$ cat src/hdl/jrq_pkg.sv
// Shared types and constants for the joystick region quantizer.
// No dependencies; imported by every module of the block.
package jrq_pkg;

  // Command codes carried with each input item
  typedef enum logic [1:0] {
    CMD_SAMPLE = 2'd0,
    CMD_WIDEN  = 2'd1,
    CMD_CENTRE = 2'd2,
    CMD_STEP   = 2'd3
  } cmd_t;

  localparam int REGION_W = 4;
  typedef logic [REGION_W-1:0] region_t;

  // Region codes, full negative deflection up to full positive
  localparam region_t R_NEG_FULL = 4'd0;
  localparam region_t R_NEG_2    = 4'd1;
  localparam region_t R_NEG_1    = 4'd2;
  localparam region_t R_NEG_0    = 4'd3;
  localparam region_t R_CENTRE   = 4'd4;
  localparam region_t R_POS_0    = 4'd5;
  localparam region_t R_POS_1    = 4'd6;
  localparam region_t R_POS_2    = 4'd7;
  localparam region_t R_POS_FULL = 4'd8;

  // Number of bands the calibrated span is split into
  localparam int STEP_DIVISOR = 7;

endpackage

$ cat src/hdl/jrq_state.sv
// Calibration state of both axes: held samples, centres, bounds, steps.
// Runs one command per transfer and registers the selected axis operands.
// Depends on jrq_pkg.
module jrq_state #(
  parameter int W = 8
) (
  input  logic              clk,
  input  logic              rst_n,
  input  logic              fire,
  input  jrq_pkg::cmd_t     cmd,
  input  logic [W-1:0]      x_sample,
  input  logic [W-1:0]      y_sample,
  input  logic              axis_select,
  output logic [W-1:0]      held_r,
  output logic [W-1:0]      centre_r,
  output logic [W-3:0]      step_r
);
  import jrq_pkg::*;

  localparam int STEP_W = W - 2;
  localparam int SHIFT  = W + 3;
  localparam int PROD_W = 2 * W + 1;
  // Rounded-up reciprocal of the divisor, exact for every W-bit span
  localparam int RECIP_I = ((1 << SHIFT) + STEP_DIVISOR - 1) / STEP_DIVISOR;
  localparam logic [W:0] RECIP = (W + 1)'(RECIP_I);

  logic [W-1:0]      x_held_r, y_held_r, x_held_nxt, y_held_nxt;
  logic [W-1:0]      x_centre_r, y_centre_r, x_centre_nxt, y_centre_nxt;
  logic [W-1:0]      x_low_r, y_low_r, x_low_nxt, y_low_nxt;
  logic [W-1:0]      x_high_r, y_high_r, x_high_nxt, y_high_nxt;
  logic [STEP_W-1:0] x_step_r, y_step_r, x_step_nxt, y_step_nxt;
  logic [W-1:0]      held_nxt, centre_nxt;
  logic [STEP_W-1:0] step_nxt;

  // Span divided by seven through a constant reciprocal; zero if inverted
  function automatic logic [STEP_W-1:0] step_of(input logic [W-1:0] lo,
                                                input logic [W-1:0] hi);
    logic [W-1:0]      diff;
    logic [PROD_W-1:0] prod;
    diff = hi - lo;
    prod = PROD_W'(diff) * PROD_W'(RECIP);
    if (hi < lo) begin
      step_of = '0;
    end else begin
      step_of = prod[SHIFT +: STEP_W];
    end
  endfunction

  // Carry out the command on the current state
  always_comb begin
    x_held_nxt   = x_held_r;
    y_held_nxt   = y_held_r;
    x_centre_nxt = x_centre_r;
    y_centre_nxt = y_centre_r;
    x_low_nxt    = x_low_r;
    y_low_nxt    = y_low_r;
    x_high_nxt   = x_high_r;
    y_high_nxt   = y_high_r;
    x_step_nxt   = x_step_r;
    y_step_nxt   = y_step_r;
    unique case (cmd)
      CMD_SAMPLE: begin
        x_held_nxt = x_sample;
        y_held_nxt = y_sample;
      end
      CMD_WIDEN: begin
        x_held_nxt = x_sample;
        y_held_nxt = y_sample;
        if (x_sample > x_high_r) x_high_nxt = x_sample;
        if (x_sample < x_low_r)  x_low_nxt  = x_sample;
        if (y_sample > y_high_r) y_high_nxt = y_sample;
        if (y_sample < y_low_r)  y_low_nxt  = y_sample;
      end
      CMD_CENTRE: begin
        x_centre_nxt = x_held_r;
        y_centre_nxt = y_held_r;
      end
      CMD_STEP: begin
        x_step_nxt = step_of(x_low_r, x_high_r);
        y_step_nxt = step_of(y_low_r, y_high_r);
      end
      default: begin
      end
    endcase
  end

  // Pick the reported axis from the updated state
  always_comb begin
    if (axis_select) begin
      held_nxt   = y_held_nxt;
      centre_nxt = y_centre_nxt;
      step_nxt   = y_step_nxt;
    end else begin
      held_nxt   = x_held_nxt;
      centre_nxt = x_centre_nxt;
      step_nxt   = x_step_nxt;
    end
  end

  // Advance calibration state on each transfer
  always_ff @(posedge clk) begin
    if (!rst_n) begin
      x_held_r   <= '0;
      y_held_r   <= '0;
      x_centre_r <= '0;
      y_centre_r <= '0;
      x_low_r    <= '1;
      y_low_r    <= '1;
      x_high_r   <= '0;
      y_high_r   <= '0;
      x_step_r   <= '0;
      y_step_r   <= '0;
    end else if (fire) begin
      x_held_r   <= x_held_nxt;
      y_held_r   <= y_held_nxt;
      x_centre_r <= x_centre_nxt;
      y_centre_r <= y_centre_nxt;
      x_low_r    <= x_low_nxt;
      y_low_r    <= y_low_nxt;
      x_high_r   <= x_high_nxt;
      y_high_r   <= y_high_nxt;
      x_step_r   <= x_step_nxt;
      y_step_r   <= y_step_nxt;
    end
  end

  // Hold the operands for the quantizer stage
  always_ff @(posedge clk) begin
    if (fire) begin
      held_r   <= held_nxt;
      centre_r <= centre_nxt;
      step_r   <= step_nxt;
    end
  end

endmodule

$ cat src/hdl/jrq_quant.sv
// Region quantizer: compares a held sample against centre and step bands
// and registers the region code. Depends on jrq_pkg.
module jrq_quant #(
  parameter int W = 8
) (
  input  logic              clk,
  input  logic              load,
  input  logic [W-1:0]      held,
  input  logic [W-1:0]      centre,
  input  logic [W-3:0]      step,
  output jrq_pkg::region_t  region_r
);
  import jrq_pkg::*;

  // Wide enough for centre plus or minus three steps without wrap
  localparam int QW = W + 2;

  logic signed [QW-1:0] v, c, d, half, d2, d3;
  region_t              region_nxt;

  assign v    = signed'(QW'(held));
  assign c    = signed'(QW'(centre));
  assign d    = signed'(QW'(step));
  assign half = signed'(QW'(step >> 1));
  assign d2   = d <<< 1;
  assign d3   = d + d2;

  // Dead zone first, then bands outward on each side
  always_comb begin
    priority if (v > c + half) begin
      priority if (v < c + d)  region_nxt = R_POS_0;
      else if (v < c + d2)     region_nxt = R_POS_1;
      else if (v < c + d3)     region_nxt = R_POS_2;
      else                     region_nxt = R_POS_FULL;
    end else if (v < c - half) begin
      priority if (v > c - d)  region_nxt = R_NEG_0;
      else if (v > c - d2)     region_nxt = R_NEG_1;
      else if (v > c - d3)     region_nxt = R_NEG_2;
      else                     region_nxt = R_NEG_FULL;
    end else begin
      region_nxt = R_CENTRE;
    end
  end

  // Hold the result until the output stage takes a new one
  always_ff @(posedge clk) begin
    if (load) begin
      region_r <= region_nxt;
    end
  end

endmodule

$ cat src/hdl/joystick_region_quantizer.sv
// Top level of the joystick region quantizer: handshake and pipeline control.
// Instantiates jrq_state and jrq_quant; depends on jrq_pkg.
//
// Usage:
//   Input channel (in_*): command, both stick samples and an axis choice.
//   A transfer happens at an edge with in_valid high and in_stall low.
//   Result channel (out_*): one region code (0..8) per input item, in order.
//   Three register stages: input register, state update with operand
//   register, quantizer with result register. An item passes through them in
//   that order, and out_valid rises once it reaches the result register.
//   One item per cycle is sustained; the rate is set only by the receiver,
//   each stage refilling as it empties.
//   The command takes effect before the region of the chosen axis is read.
//   Reset (rst_n low, synchronous) empties all stages, clears held samples,
//   centres, high bounds and steps, and sets low bounds to all ones.
//   A stall on out_stall holds out_region steady and backs up through the
//   stages; in_stall rises once the input register can no longer drain.
module joystick_region_quantizer #(
  parameter int SAMPLE_BITS = 8
) (
  input  logic                   clk,
  input  logic                   rst_n,
  input  logic                   in_valid,
  output logic                   in_stall,
  input  logic [1:0]             in_command,
  input  logic [SAMPLE_BITS-1:0] in_x_sample,
  input  logic [SAMPLE_BITS-1:0] in_y_sample,
  input  logic                   in_axis_select,
  output logic                   out_valid,
  input  logic                   out_stall,
  output jrq_pkg::region_t       out_region
);
  import jrq_pkg::*;

  logic                   a_valid_r, b_valid_r, out_valid_r;
  cmd_t                   cmd_r;
  logic [SAMPLE_BITS-1:0] x_sample_r, y_sample_r;
  logic                   axis_r;
  logic                   out_move, b_move, a_fire;
  logic [SAMPLE_BITS-1:0] held, centre;
  logic [SAMPLE_BITS-3:0] step;

  // Each stage may load when empty or when its content moves on
  assign out_move = !out_valid_r || !out_stall;
  assign b_move   = !b_valid_r || out_move;
  assign a_fire   = a_valid_r && b_move;
  assign in_stall = a_valid_r && !b_move;

  // Stage valid flags
  always_ff @(posedge clk) begin
    if (!rst_n) begin
      a_valid_r   <= 1'b0;
      b_valid_r   <= 1'b0;
      out_valid_r <= 1'b0;
    end else begin
      if (!in_stall) a_valid_r   <= in_valid;
      if (b_move)    b_valid_r   <= a_valid_r;
      if (out_move)  out_valid_r <= b_valid_r;
    end
  end

  // Capture the input item on each transfer
  always_ff @(posedge clk) begin
    if (in_valid && !in_stall) begin
      cmd_r      <= cmd_t'(in_command);
      x_sample_r <= in_x_sample;
      y_sample_r <= in_y_sample;
      axis_r     <= in_axis_select;
    end
  end

  jrq_state #(.W(SAMPLE_BITS)) u_state (
    .clk         (clk),
    .rst_n       (rst_n),
    .fire        (a_fire),
    .cmd         (cmd_r),
    .x_sample    (x_sample_r),
    .y_sample    (y_sample_r),
    .axis_select (axis_r),
    .held_r      (held),
    .centre_r    (centre),
    .step_r      (step)
  );

  jrq_quant #(.W(SAMPLE_BITS)) u_quant (
    .clk      (clk),
    .load     (out_move && b_valid_r),
    .held     (held),
    .centre   (centre),
    .step     (step),
    .region_r (out_region)
  );

  assign out_valid = out_valid_r;

endmodule

$ cat config.mk
export PLATFORM = sky130hd
export DESIGN_NAME = joystick_region_quantizer
export DESIGN_NICKNAME = d
export VERILOG_FILES = /design/src/hdl/jrq_pkg.sv /design/src/hdl/jrq_state.sv /design/src/hdl/jrq_quant.sv /design/src/hdl/joystick_region_quantizer.sv
export SDC_FILE = /design/constraint.sdc
export NUM_CORES = 1
export LEC_CHECK = 0
export BUFFER_PORTS_ARGS = -buffer_cell sky130_fd_sc_hd__buf_2
export CAP_MARGIN = 20
export CELL_PAD_IN_SITES_DETAIL_PLACEMENT = 1
export CELL_PAD_IN_SITES_GLOBAL_PLACEMENT = 2
export CORE_UTILIZATION = 38
export DETAILED_ROUTE_END_ITERATION = 8
export PLACE_DENSITY = 0.75
export SLEW_MARGIN = 20
export SYNTH_ARGS = -nofsm -noshare
export SYNTH_HDL_FRONTEND = slang
export SYNTH_SLANG_ARGS = --single-unit
$ cat constraint.sdc
create_clock -name clk -period 6.05 [get_ports clk]
set_input_delay 0.9075 -clock clk [delete_from_list [all_inputs] [get_ports clk]]
set_output_delay 0.9075 -clock clk [all_outputs]
set_load 0.02 [all_outputs]
Word-level counts from Yosys, hierarchy flattened
Cells that the tools add are included.
Widths: inputs -> output; s select.
{"block": "totals", "register_bits": 124, "in_bits": 23, "memories": 0, "word_cells": 87, "output_inout_bits": 6, "mem_bits_ro": 0, "ram_bits": 0, "latchBits": 0}
{"block": "classes", "bitwise": 0, "n_mul": 2, "div": 0, "add_sub_neg": 11, "mux": 19, "shifts": 0, "eq_ne": 3, "order_cmp": 14, "reduce_logical": 17}
{"cell": "$mux 8", "count": 6}
{"cell": "$gt 9x10->1", "count": 4}
{"cell": "$lt 9x10->1", "count": 4}
{"cell": "$mul 8x9->17 const B", "count": 2}
{"cell": "$lt 8x8->1", "count": 4}
{"cell": "$mux 6", "count": 5}
{"cell": "$mux 4", "count": 7}
{"cell": "$gt 8x8->1", "count": 2}
{"cell": "$sub 8x8->8", "count": 2}
{"cell": "$reduce_and 3->1", "count": 4}
{"cell": "$add 9x10->10", "count": 1}
{"cell": "$sub 9x10->10", "count": 1}
{"cell": "$add 8x5->9", "count": 1}
{"cell": "$add 8x6->9", "count": 1}
{"cell": "$add 8x7->9", "count": 1}
{"cell": "$sub 8x5->9", "count": 1}
{"cell": "$sub 8x6->9", "count": 1}
{"cell": "$sub 8x7->9", "count": 1}
{"cell": "$add 6x7->8", "count": 1}
{"cell": "$logic_not 1->1", "count": 5}
{"cell": "$eq 2x2->1 const B", "count": 2}
{"cell": "$logic_and 1x1->1", "count": 4}
{"cell": "$eq 2x1->1 const B", "count": 1}
{"cell": "$logic_not 2->1", "count": 1}
{"cell": "3 further kinds", "count": 4}

Logic depth before layout (Yosys ltp)
{"block": "depth", "ltp_word": 8, "ltp_mapped": 23, "mapped_depth_nobuf": 23}

Modules after synthesis
Synthesis repeated with hierarchy kept, for this count alone.
{"block": "unflattened", "cells_unflattened": 1234, "hier_area_um2": 11551.1}
{"mod": "jrq_state", "instances": 1, "cells_each": 744, "area_each_um2": 7178.1, "seq_area_each_um2": 2182.1}
{"mod": "jrq_quant", "instances": 1, "cells_each": 458, "area_each_um2": 3676.0, "seq_area_each_um2": 120.1}
{"mod": "joystick_region_quantizer", "instances": 1, "cells_each": 32, "area_each_um2": 696.9, "seq_area_each_um2": 630.6}

Worst setup path after synthesis
Ideal clock, no wire load.
{"block": "synth_path", "path_kind": "register to register", "start": "register u_state.y_low_r[1]", "end": "register u_state.step_r[5], data pin", "required_ns": 5.773, "synth_period_minus_slack_ns": 5.119, "path_stages_with_launch": 23, "setup_slack_ns": 0.931, "n_path_buf": 0, "t_arrival_ns": 4.841, "cell_sequence": "dfxtp_1 > inv_1 > ha_1 > nor2b_1 > o21ai_0 > nand2b_1 > a21o_1 > a21oi_1 > o21ai_0 > xor2_1 > ha_1 > xor2_1 > ha_1 > fa_1 > ha_1 > ha_1 > a211o_1 > a41o_1 > a31oi_1 > o2111ai_1 > a21o_1 > nand2_1 > a32oi_1"}
{"block": "synth_via", "elab_chain_len": 5, "elab_cells_between_ends": 6}
{"element": "from (decl)", "line": "jrq_state.sv:29", "source": "logic [W-1:0] x_low_r, y_low_r, x_low_nxt, y_low_nxt;"}
{"element": "from (signal assigned)", "line": "jrq_state.sv:119", "source": "y_low_r <= y_low_nxt;"}
{"element": "$sub 8x8->8", "line": "jrq_state.sv:40", "source": "diff = hi - lo;"}
{"element": "$mul 8x9->17", "line": "jrq_state.sv:41", "source": "prod = PROD_W'(diff) * PROD_W'(RECIP);"}
{"element": "$mux 6 *", "line": "jrq_state.sv:42", "source": "if (hi < lo) begin"}
{"element": "$mux 6 *", "line": "jrq_state.sv:61", "source": "unique case (cmd)"}
{"element": "$mux 6 *", "line": "jrq_state.sv:89", "source": "if (axis_select) begin"}
{"element": "named net u_state.step_nxt[5]", "line": "jrq_state.sv:33", "source": "logic [STEP_W-1:0] step_nxt;"}
{"element": "to (signal assigned)", "line": "jrq_state.sv:132", "source": "step_r <= step_nxt;"}
{"element": "to (decl)", "line": "jrq_state.sv:16", "source": "output logic [W-3:0] step_r"}
The timed path passes the listed nets; every way through them passes the cells marked *.
A chain may end at the register's enable or synchronous reset.

Final worst setup path
{"block": "layout_path", "start": "register u_state.y_low_r[1]", "end": "register u_state.step_r[4], data pin"}
Same word-level chain as after synthesis.

==> results.tsv <==
stage	metric	value	unit
global_route	global-route wire length before repair	48.74	mm
clock_tree	worst skew pair latency	420	ps
timing	period utilisation layout	0.9276	
logic_synthesis	number of synthesized flops with an enable pin	45	
detailed_routing	DRT antenna net count	0	
detailed_routing	drt first-iter violations	345	
timing	RSZ-0062 raised after global routing	no	
worst_setup_path	Worst Path Buf+Inv	1	
logic_synthesis	Syn Inst Count	1166	
timing	Worst Hold Margin	463.0	ps
power	internal power	0.001899	W
logic_synthesis	Mapped Nets	1440	
worst_setup_path	Most Frequent Cell on Critical Path	ha_1	
worst_setup_path	Crit Path Class	reg -> reg	
detailed_routing	DRC violations left	0	
logic_synthesis	Synth cell types	63	
timing	setup TNS	0	ps
worst_setup_path	worst-path maximum fanout	4	
worst_hold_path	hold wc startpoint	u_state.y_centre_r[4]	
finish	multi-input logic area	7719	um^2
detailed_routing	drt pass-1 iters	4	
power	static leakage	5.720	nW
floorplanning	I/O pin total	29	
clock_tree	clock slew at reported path FFs	60	ps
flow_run	max-cap check violation count	0	
worst_setup_path	Worst path top cell family by delay	compound AO/OA/AOI/OAI gates	
worst_setup_path	Worst path slowest cell	fa_1	
detailed_routing	Via-to-Cell Ratio	5.374	
logic_synthesis	fraction of registers with async set/reset	0	
timing	setup ws final	437.8	ps
floorplanning	Die Wd	173.4	um
finish	Area Overhead vs Synth	10.41	%
floorplanning	Starting Density	0.3877	
logic_synthesis	Post-Syn Area	11160	um^2
detailed_routing	via count	8523	
floorplanning	Core ar.	28780	um^2
worst_hold_path	Hold Path Class	reg -> reg	
floorplanning	Die H	173.4	um
logic_synthesis	top cells by count, synth	ha_1 (232), nand2_1 (116), inv_1 (101)	
clock_tree	clk root buf	clkbuf_16	
place	gpl congestion	0.8133	
global_route	initial antenna violation count	0	
power	Power Total	0.002758	W
place	count of buffers from port buffering	28	
clock_tree	Setup Buffers After CTS	0	
power	P_sw	0.0008586	W
worst_setup_path	CP Capture Type	register	
timing	skew final	7.911	ps
timing	Slew headroom	0.3289	
finish	fin util	0.4281	
worst_setup_path	flop-to-flop setup slack	440	ps
clock_tree	CTS tree	built	
worst_setup_path	crit path DAT	5860	ps
finish	fill cell count	3315	
finish	Seq. cell area	2933	um^2
floorplanning	row cnt	62	
logic_synthesis	post-synth top area cell	ha_1	
logic_synthesis	sequential fraction of the synthesis area	0.2628	
logic_synthesis	Synth top area share	0.2601	
clock_tree	Post-CTS Hold Buffers	0	
worst_hold_path	hold endpoint	u_state.y_centre_r[4]	
logic_synthesis	most frequent cell after synthesis	ha_1	
timing	final setup vio count	0	
worst_setup_path	Worst Setup Start Kind	register	
power	Seq pwr share	0.352	
detailed_routing	WL/cell	18.79	um
power	Net Sw Frac	0.3113	
clock_tree	Resized Gates After CTS	0	
logic_synthesis	Avg Cell Area, Syn	9.570	um^2
global_route	number of global-route vias before repair	9053	
logic_synthesis	flops & latches, synth	124	
worst_setup_path	worst path cell trace	inv_1 > ha_1 > nor2b_1 > o21ai_0 > nand2b_1 > a21o_1 > a21oi_1 > o21ai_0 > xor2_1 > ha_1 > xor2_1 > ha_1 > fa_1 > ha_1 > ha_1 > a211o_1 > a41o_1 > a31oi_1 > o2111ai_1 > xor2_1 > nand2_1 > a32oi_1	
place	Setup WS pre-CTS	499.1	ps
global_route	GRT Total Usage	0.2073	
logic_synthesis	synth top area cells	ha_1 (26%), dfxtp_1 (14%), edfxtp_1 (12%), nand2_1 (3.9%), fa_1 (3.4%)	
power	Clk network pwr share	0.380	
worst_setup_path	CP required	6300	ps
worst_setup_path	FF-to-FF Start	u_state.y_low_r[1]	
timing	Slew Viols, Final	0	
worst_setup_path	RR Endpoint	u_state.step_r[4]	
logic_synthesis	Ys Warns	0	
worst_hold_path	hold path depth	2	
clock_tree	htree depth	4	
floorplanning	Total Die Area	30050	um^2
finish	Nets	1463	
worst_setup_path	Worst Reg-to-Reg Cells	22	
timing	Fin. Hold Viols	0	
power	Comb pwr share	0.268	
clock_tree	CTS buffer count	17	
place	HPWL after DPL	23.00	mm
clock_tree	CTS sink cnt	124	
finish	total inserted antenna cells	0	
finish	share of layout cells above drive strength 1	0.07737	
status	status	finished, final reports clean	
global_route	largest net degree at the start of global routing	45	
logic_synthesis	Post-synth top flop	dfxtp_1	
timing	f_max	0.1782	GHz
timing	Worst-Margin Slew	1002	ps
global_route	remaining global-route overflow	0	
power	Peak VDD IR	0.2198	mV
clock_tree	Clock Path Buffers	2	
timing	min Tclk post-route	5612	ps
detailed_routing	Total Routed Length	29.80	mm
power	cell area power density	223.9	nW/um^2
worst_setup_path	critical path's largest stage delay	480	ps
worst reg2reg max path: stages (launching register included):
cell	delay (ps)
dfxtp_1	350
inv_1	90
ha_1	280
nor2b_1	120
o21ai_0	150
nand2b_1	100
a21o_1	190
a21oi_1	270
o21ai_0	170
xor2_1	270
ha_1	240
xor2_1	160
ha_1	260
fa_1	480
ha_1	310
ha_1	330
a211o_1	280
a41o_1	230
a31oi_1	410
o2111ai_1	230
xor2_1	170
nand2_1	90
a32oi_1	260
cell families (layout without fill, tap and decap cells):
kind of cell / count (synthesis) / in the layout / share of synthesized area
mux: 34 / 34 / 0.04844
xor+xnor: 70 / 70 / 0.05495
fa+ha+maj: 251 / 251 / 0.2942
buf+inv: 133 / 169 / 0.04564
compound gates: 304 / 304 / 0.1879
simple gates: 250 / 250 / 0.1060
flops: 124 / 124 / 0.2628
routing by layer:
metal,vias up,part of all wire,global-route usage,wire (um)
li1,4238,-,-,-
met1,4195,0.49,0.2730,14610
met2,64,0.48,0.3603,14390
met3,26,0.011,0.02281,324
met4,0,0.016,0.05162,472
met5,-,0,0,0
layout make-up:
class | count | share of cell area
multi-input cells | 909 | 0.6265
flip-flops and latches | 124 | 0.2381
clock buffers | 26 | 0.04398
well taps | 384 | 0.03900
inverters | 102 | 0.03108
repair buffers | 35 | 0.01564
clock inverters | 6 | 0.005688
how the worst max path moves through the flow:
stage	start	endpoint	slack, ps	cells after the start
after floorplan	u_state.y_low_r[1]	u_state.step_r[5]	930	22
after global placement	u_state.y_low_r[1]	u_state.step_r[5]	600	22
after detailed placement	u_state.y_low_r[1]	u_state.step_r[5]	500	22
after CTS	u_state.y_low_r[1]	u_state.step_r[4]	450	22
after global routing	u_state.y_low_r[1]	u_state.step_r[5]	100	22
final	u_state.y_low_r[1]	u_state.step_r[4]	440	22
power groups by stage:
stage / logic (W) / clock network (W) / registers, W
global route: 0.000854 / 0.00110 / 0.000976
global placement: 0.000728 / 0 / 0.000987
finish: 0.000739 / 0.00105 / 0.000971
floorplan: 0.000564 / 0 / 0.000952
CTS: 0.000754 / 0.00107 / 0.000971
detailed placement: 0.000746 / 0 / 0.000988
stage by stage:
stage          instance area [um^2]  std cells
6_report                      12320       1586
5_1_grt                       12320       1586
4_1_cts                       12320       1586
3_5_place_dp                  11710       1554
3_3_place_gp                  11710       1554
2_1_floorplan                 11160       1166
cells in the final DEF (no fill, tap or decap), types with 19 or more instances in the layout:
| cell type | n |
|---|---|
| xnor2_1 | 42 |
| o21ai_0 | 38 |
| dfxtp_1 | 79 |
| nor2b_1 | 35 |
| nand2_1 | 116 |
| buf_2 | 28 |
| edfxtp_1 | 45 |
| a21o_1 | 39 |
| xor2_1 | 28 |
| fa_1 | 19 |
| inv_1 | 101 |
| ha_1 | 232 |
| clkbuf_16 | 19 |
| a21oi_1 | 62 |
| a21boi_0 | 38 |
| nor2_1 | 32 |
| o21a_1 | 22 |
| o211ai_1 | 25 |
Note: power is estimated with default switching activity, not from simulation.
